===== config.mk =====
export PLATFORM = sky130hd
export DESIGN_NAME = html_markup_state_tracker
export DESIGN_NICKNAME = d
export VERILOG_FILES = /design/src/rtl/core/hmst_pkg.sv /design/src/rtl/core/hmst_next.sv /design/src/rtl/core/html_markup_state_tracker.sv
export SDC_FILE = /design/constraint.sdc
export NUM_CORES = 1
export LEC_CHECK = 0
export BUFFER_PORTS_ARGS = -buffer_cell sky130_fd_sc_hd__buf_4
export CORE_UTILIZATION = 61
export DETAILED_ROUTE_END_ITERATION = 16
export HOLD_SLACK_MARGIN = 0.15
export PLACE_DENSITY = 0.8
export SLEW_MARGIN = 30
export SYNTH_ARGS = -nofsm -noshare
export SYNTH_HDL_FRONTEND = slang
export SYNTH_HIERARCHICAL = 1
export SYNTH_SLANG_ARGS = --single-unit

===== constraint.sdc =====
create_clock -name clk_i -period 6.7 [get_ports clk_i]
set_input_delay 1.34 -clock clk_i [delete_from_list [all_inputs] [get_ports clk_i]]
set_output_delay 1.34 -clock clk_i [all_outputs]
set_load 0.02 [all_outputs]

===== src/rtl/core/hmst_pkg.sv =====
// shared types and byte constants for the html markup state tracker
package hmst_pkg;

  typedef enum logic [3:0] {
    ST_TEXT   = 4'd0,
    ST_TAG0   = 4'd1,
    ST_TAG    = 4'd2,
    ST_EQL    = 4'd3,
    ST_QUOTE  = 4'd4,
    ST_DQUOTE = 4'd5,
    ST_VALUE  = 4'd6,
    ST_AMP    = 4'd7,
    ST_CMNT1  = 4'd8,
    ST_CMNT2  = 4'd9,
    ST_CMNT   = 4'd10,
    ST_NCMNT1 = 4'd11,
    ST_NCMNT2 = 4'd12,
    ST_NCMNT3 = 4'd13,
    ST_IRRTAG = 4'd14,
    ST_EOL    = 4'd15
  } lex_state_e;

  typedef struct packed {
    logic       is_text;
    lex_state_e state;
  } hmst_res_t;

  localparam logic [7:0] ChLt     = 8'h3C;  // '<'
  localparam logic [7:0] ChAmp    = 8'h26;  // '&'
  localparam logic [7:0] ChBang   = 8'h21;  // '!'
  localparam logic [7:0] ChGt     = 8'h3E;  // '>'
  localparam logic [7:0] ChEq     = 8'h3D;  // '='
  localparam logic [7:0] ChSemi   = 8'h3B;  // ';'
  localparam logic [7:0] ChHash   = 8'h23;  // '#'
  localparam logic [7:0] ChUnder  = 8'h5F;  // '_'
  localparam logic [7:0] ChDash   = 8'h2D;  // '-'
  localparam logic [7:0] ChUpperD = 8'h44;  // 'D'
  localparam logic [7:0] ChLowerD = 8'h64;  // 'd'
  localparam logic [7:0] ChDquote = 8'h22;  // '"'
  localparam logic [7:0] ChSquote = 8'h27;  // single quote
  localparam logic [7:0] ChSpace  = 8'h20;
  localparam logic [7:0] ChTab    = 8'h09;
  localparam logic [7:0] ChCr     = 8'h0D;

  function automatic logic ch_is_blank(input logic [7:0] c);
    return ((c >= ChTab) && (c <= ChCr)) || (c == ChSpace);
  endfunction

  function automatic logic ch_is_word(input logic [7:0] c);
    return ((c >= 8'h30) && (c <= 8'h39)) || ((c >= 8'h41) && (c <= 8'h5A)) ||
           ((c >= 8'h61) && (c <= 8'h7A));
  endfunction

endpackage


===== src/rtl/core/hmst_next.sv =====
// next-state and text-flag logic for one byte
module hmst_next import hmst_pkg::*; (
  input  lex_state_e  state_i,
  input  logic [7:0]  byte_i,
  output hmst_res_t   res_o
);

  lex_state_e tag_nxt;

  always_comb begin
    if (byte_i == ChGt) begin
      tag_nxt = ST_TEXT;
    end else if (byte_i == ChEq) begin
      tag_nxt = ST_EQL;
    end else begin
      tag_nxt = ST_TAG;
    end
  end

  always_comb begin
    res_o.is_text = 1'b0;
    res_o.state   = state_i;
    case (state_i)
      ST_TEXT: begin
        if (byte_i == ChLt) begin
          res_o.state = ST_TAG0;
        end else begin
          res_o.is_text = 1'b1;
          if (byte_i == ChAmp) res_o.state = ST_AMP;
        end
      end
      ST_TAG0: begin
        res_o.state = (byte_i == ChBang) ? ST_CMNT1 : tag_nxt;
      end
      ST_TAG: res_o.state = tag_nxt;
      ST_EQL: begin
        if (byte_i == ChDquote)       res_o.state = ST_DQUOTE;
        else if (byte_i == ChSquote)  res_o.state = ST_QUOTE;
        else if (ch_is_blank(byte_i)) res_o.state = ST_EQL;
        else if (byte_i == ChGt)      res_o.state = ST_TEXT;
        else                          res_o.state = ST_VALUE;
      end
      ST_QUOTE: begin
        if (byte_i == ChSquote) res_o.state = ST_TAG;
      end
      ST_DQUOTE: begin
        if (byte_i == ChDquote) res_o.state = ST_TAG;
      end
      ST_VALUE: begin
        if (byte_i == ChGt)            res_o.state = ST_TEXT;
        else if (ch_is_blank(byte_i))  res_o.state = ST_TAG;
      end
      ST_AMP: begin
        if ((byte_i == ChSemi) ||
            ((byte_i != ChHash) && (byte_i != ChUnder) && !ch_is_word(byte_i))) begin
          res_o.state = ST_TEXT;
        end
      end
      ST_CMNT1: begin
        if (byte_i == ChDash)    res_o.state = ST_CMNT2;
        else if (byte_i == ChGt) res_o.state = ST_TEXT;
        else if ((byte_i == ChUpperD) || (byte_i == ChLowerD)) res_o.state = ST_TAG;
        else                     res_o.state = ST_IRRTAG;
      end
      ST_CMNT2: begin
        if (byte_i == ChDash)    res_o.state = ST_CMNT;
        else if (byte_i == ChGt) res_o.state = ST_TEXT;
        else                     res_o.state = ST_IRRTAG;
      end
      ST_CMNT: begin
        if (byte_i == ChDash) res_o.state = ST_NCMNT1;
      end
      ST_NCMNT1: begin
        res_o.state = (byte_i == ChDash) ? ST_NCMNT2 : ST_CMNT;
      end
      ST_NCMNT2: begin
        if (byte_i == ChGt)            res_o.state = ST_TEXT;
        else if (byte_i == ChDash)     res_o.state = ST_NCMNT2;
        else if (ch_is_blank(byte_i))  res_o.state = ST_NCMNT3;
        else                           res_o.state = ST_CMNT;
      end
      ST_NCMNT3: begin
        if (byte_i == ChGt)            res_o.state = ST_TEXT;
        else if (byte_i == ChDash)     res_o.state = ST_NCMNT1;
        else if (ch_is_blank(byte_i))  res_o.state = ST_NCMNT3;
        else                           res_o.state = ST_CMNT;
      end
      ST_IRRTAG: begin
        if (byte_i == ChGt) res_o.state = ST_TEXT;
      end
      default: res_o.state = ST_EOL;
    endcase
  end

endmodule


===== src/rtl/core/html_markup_state_tracker.sv =====
// top level of the html markup lexical state tracker
//
// usage
//   input channel: in_valid_i / in_ready_o carry one byte_in_i per transfer
//   output channel: out_valid_o / out_ready_i carry one result per input byte,
//   is_text_o (byte is text content) and lex_state_o (state after the byte)
//   results leave in the same order as the bytes came in, exactly one each
// throughput
//   the byte lands in an input register, the state update logic sits between
//   it and the result register, so the result is registered; one byte per
//   clock sustained while bytes keep coming and out_ready_i stays high, with
//   the state fed back through the mode register
// stall behavior
//   when the receiver holds out_ready_i low the result register holds, the
//   input register fills, and in_ready_o drops only once both are full
// reset
//   rst_ni clears both valid flags and puts the lexer into text state
module html_markup_state_tracker import hmst_pkg::*; (
  input  logic       clk_i,
  input  logic       rst_ni,
  input  logic       in_valid_i,
  output logic       in_ready_o,
  input  logic [7:0] byte_in_i,
  output logic       out_valid_o,
  input  logic       out_ready_i,
  output logic       is_text_o,
  output logic [3:0] lex_state_o
);

  // input stage
  logic       in_vld_q;
  logic [7:0] byte_q;

  // lexer mode and result stage
  lex_state_e mode_q;
  logic       out_vld_q;
  hmst_res_t  res_q;
  hmst_res_t  res_d;

  logic out_free;
  logic advance;

  // result register can take a new value when empty or being drained
  assign out_free   = !out_vld_q || out_ready_i;
  assign advance    = in_vld_q && out_free;
  assign in_ready_o = !in_vld_q || advance;

  hmst_next u_next (
    .state_i (mode_q),
    .byte_i  (byte_q),
    .res_o   (res_d)
  );

  always_ff @(posedge clk_i or negedge rst_ni) begin
    if (!rst_ni) begin
      in_vld_q  <= 1'b0;
      out_vld_q <= 1'b0;
      mode_q    <= ST_TEXT;
    end else begin
      if (in_ready_o) in_vld_q <= in_valid_i;
      if (out_free)   out_vld_q <= in_vld_q;
      // state moves only when a byte is consumed into the result stage
      if (advance)    mode_q <= res_d.state;
    end
  end

  // payload registers, no reset needed
  always_ff @(posedge clk_i) begin
    if (in_ready_o && in_valid_i) byte_q <= byte_in_i;
    if (advance)                  res_q  <= res_d;
  end

  assign out_valid_o = out_vld_q;
  assign is_text_o   = res_q.is_text;
  assign lex_state_o = res_q.state;

endmodule


==> out/results.tsv <==
stage	metric	value	unit
place	RePlAce Congestion	0.9458	
drt	Final ANT Viol Nets	0	
hold_path	HP Start	in_vld_q	
synth	distinct cell type count of the synthesized netlist	55	
critical_path	crit end category	output port	
global_routing	GRT Total Usage	0.2777	
synth	mean area per synthesized cell	9.162	µm²
clock_tree	Sink Count	19	
timing	Hold Vio Cnt, Final	0	
critical_path	CP required	5360	ps
critical_path	CP Launch Type	input port	
synth	Synth Area in Compound Gates	0.1896	
critical_path	WP data arrival	1810	ps
critical_path	Register-to-Register Path Depth	6	
hold_path	hold path depth	1	
global_routing	GR Overflow Total	0	
pwr	pwr dens	228.0	nW/µm²
timing	Slew headroom	0.5289	
timing	Hold WS	563.4	ps
place	DP Wirelength	2293	µm
drt	routed vias	1294	
global_routing	initial antenna violation count	0	
floorplan	initial core utilization	0.6754	
drt	DR DRC count	0	
critical_path	Reg-to-Reg End	mode_q[1]	
synth	post-synth net total	164	
critical_path	worst r2r src	byte_q[2]	
global_routing	largest net degree at the start of global routing	20	
critical_path	Crit path largest cell delay	180	ps
clock_tree	# resized after CTS	0	
clock_tree	Clock Latency Late Sink	300	ps
timing	minimum period implied by the final worst setup slack	3152	ps
hold_path	Worst Hold Path EP	out_valid_o	
drt	initial drt markers	88	
pwr	power share of the sequential group	0.510	
job	max cap viols	0	
timing	RSZ-0062 raised after global routing	false	
clock_tree	total CTS buffers	3	
critical_path	most frequent CP cell	buf_4	
drt	Pre-antenna DRT Iters	6	
global_routing	vias in the first global route	1154	
clock_tree	cts hold-fix bufs	0	
floorplan	Rows	16	
layout	final-stage net count	176	
timing	Total Negative Setup Slacks	0	ps
floorplan	DIE WIDTH	49.78	µm
timing	FMAX	0.3173	GHz
synth	flops & latches, synth	19	
synth	Main synth FF type	edfxtp_1	
synth	Mapped Area	1393	µm²
clock_tree	Longest Clk Path Bufs	2	
timing	Slew @ Worst Pin	705.2	ps
synth	sequential area share after synthesis	0.3881	
pwr	clock power share	0.165	
floorplan	Core ar.	2062	µm²
drt	DR WL/cell	16.44	µm
floorplan	chip height	49.78	µm
floorplan	# IOs	19	
critical_path	Slowest-stage cell, CP	nand3b_1	
pwr	Switch Pwr	128.0	µW
synth	EDFF count, synth	13	
critical_path	Crit Path Class	in2out	
pwr	switch share	0.3631	
pwr	combinational share of power	0.325	
synth	Post-Syn Instances	152	
layout	synthesis-to-layout area growth	11.05	%
drt	routed wire length	3124	µm
pwr	maximum vdd drop	158.4	µV
critical_path	crit-path cells	buf_4 > nand3b_1 > buf_4	
clock_tree	TritonCTS clock tree	done	
pwr	Leakage	0.0005741	µW
layout	layout cell share with drive strength beyond 1	0.1840	
clock_tree	H-tree levels	1	
synth	synthesized-area fraction occupied by and/or/nand/nor cells	0.3315	
critical_path	FF-to-FF setup slack	4060	ps
global_routing	first-pass GRT wire length	5257	µm
run_status	status	completed	
synth	multiplexer share of the synthesized area	0.04313	
synth	yosys warns	6	
timing	Slew Viols, Final	0	
hold_path	Worst Hold Class	reg2reg	
pwr	internal power	224.5	µW
place	port bufs	18	
synth	largest family of logic cells by synthesized area	simple AND/OR/NAND/NOR gates	
synth	ys async rst share	0.3158	
drt	vias per std cell	6.811	
timing	crit share post-route	0.4704	
timing	worst clock skew	14.89	ps
synth	xor-xnor portion of the synthesized cell area	0.006289	
clock_tree	Clk pin slew, worst setup/hold paths	120	ps
floorplan	DIE AREA	2478	µm²
clock_tree	Post-CTS Setup Repair Bufs	0	
synth	post-synthesis adder-cell area fraction	0	
timing	final-report setup violation count	0	
layout	diode count	0	
clock_tree	root buf cell	clkbuf_4	
critical_path	crit-path max FO	3	
-- through the flow --
stage	total power, µW	cells	util	setup slack [ps]	area (µm²)
2_1_floorplan	260.6	152	-	3742	1393
3_3_place_gp	290.2	186	0.7367	3567	1519
3_5_place_dp	294.2	186	0.7367	3553	1519
4_1_cts	350.9	190	0.7500	3546	1546
5_1_grt	371.6	190	0.7500	3509	1546
6_report	352.5	190	0.7500	3548	1546
-- worst max-delay path: cells and delay by family --
| kind | cells | cell delay [ps] |
|---|---|---|
| buffers and inverters | 2 | 290 |
| AND/OR/NAND/NOR | 1 | 180 |
-- area by class of cell --
cell class	instances	area (µm²)
Clock buffer	3	22.52
Multi-Input combinational cell	118	794.5
Fill cell	143	515.5
Inverter	4	15.01
Tap cell	27	33.78
Sequential cell	19	540.5
Timing Repair Buffer	18	135.1
Clock inverter	1	5.005
-- cell usage after synthesis, types with 4 or more instances --
cell	number	area share
nor3_1	9	0.032
o21ai_0	4	0.014
nand2_1	13	0.035
a21oi_1	7	0.025
nor2_1	10	0.027
clkbuf_1	9	0.024
dfrtp_1	6	0.11
inv_1	4	0.011
nand4_1	4	0.018
edfxtp_1	13	0.28
mux2_4	4	0.043
nand2b_1	6	0.027
-- power by group through the flow --
stage                     logic [µW]  registers, µW  clock network [µW]
after CTS                        113            179                59.1
after detailed placement         113            181                   0
after floorplan                 93.3            167                   0
final                            114            180                58.1
after global routing             124            185                63.3
after global placement           110            180                   0
-- worst max path at each step --
stage / depth (start not counted) / slack [ps] / to / from
after floorplan: 1 / 3740 / in_ready_o / out_ready_i
after global placement: 3 / 3570 / in_ready_o / out_ready_i
after detailed placement: 3 / 3550 / in_ready_o / out_ready_i
after CTS: 3 / 3550 / in_ready_o / out_ready_i
after global routing: 3 / 3510 / in_ready_o / out_ready_i
final: 3 / 3550 / in_ready_o / out_ready_i
-- placed cells by master (no fill, tap or decap), types with 4 or more instances in the layout --
cell,n
a21oi_1,7
buf_4,18
dfrtp_1,6
edfxtp_1,13
inv_1,4
mux2_4,4
nand2_1,13
nand2b_1,6
nand4_1,4
nor2_1,10
nor3_1,9
o21ai_0,4
-- state kept, by name (all words and copies together), names as in the netlist --
signal       count
byte_q           8
mode_q           4
is_text_o        1
in_vld_q         1
out_valid_o      1
lex_state_o      4
-- kinds of logic after synthesis --
family | count (synthesis)
DFF | 19
xor gates and xnor gates | 1
AOI/OAI and AO/OA | 36
muxes | 4
buffers and inverters | 15
and+or+nand+nor | 77
-- per-layer routing --
layer  wire, µm  GRT usage  vias to the layer above
li1           -          -                      608
met1       1278     0.3797                      586
met2       1506     0.4324                       91
met3        262    0.04012                        9
met4         76     0.1286                        0
met5          0          0                        -
(Power assumes the default switching activity.)
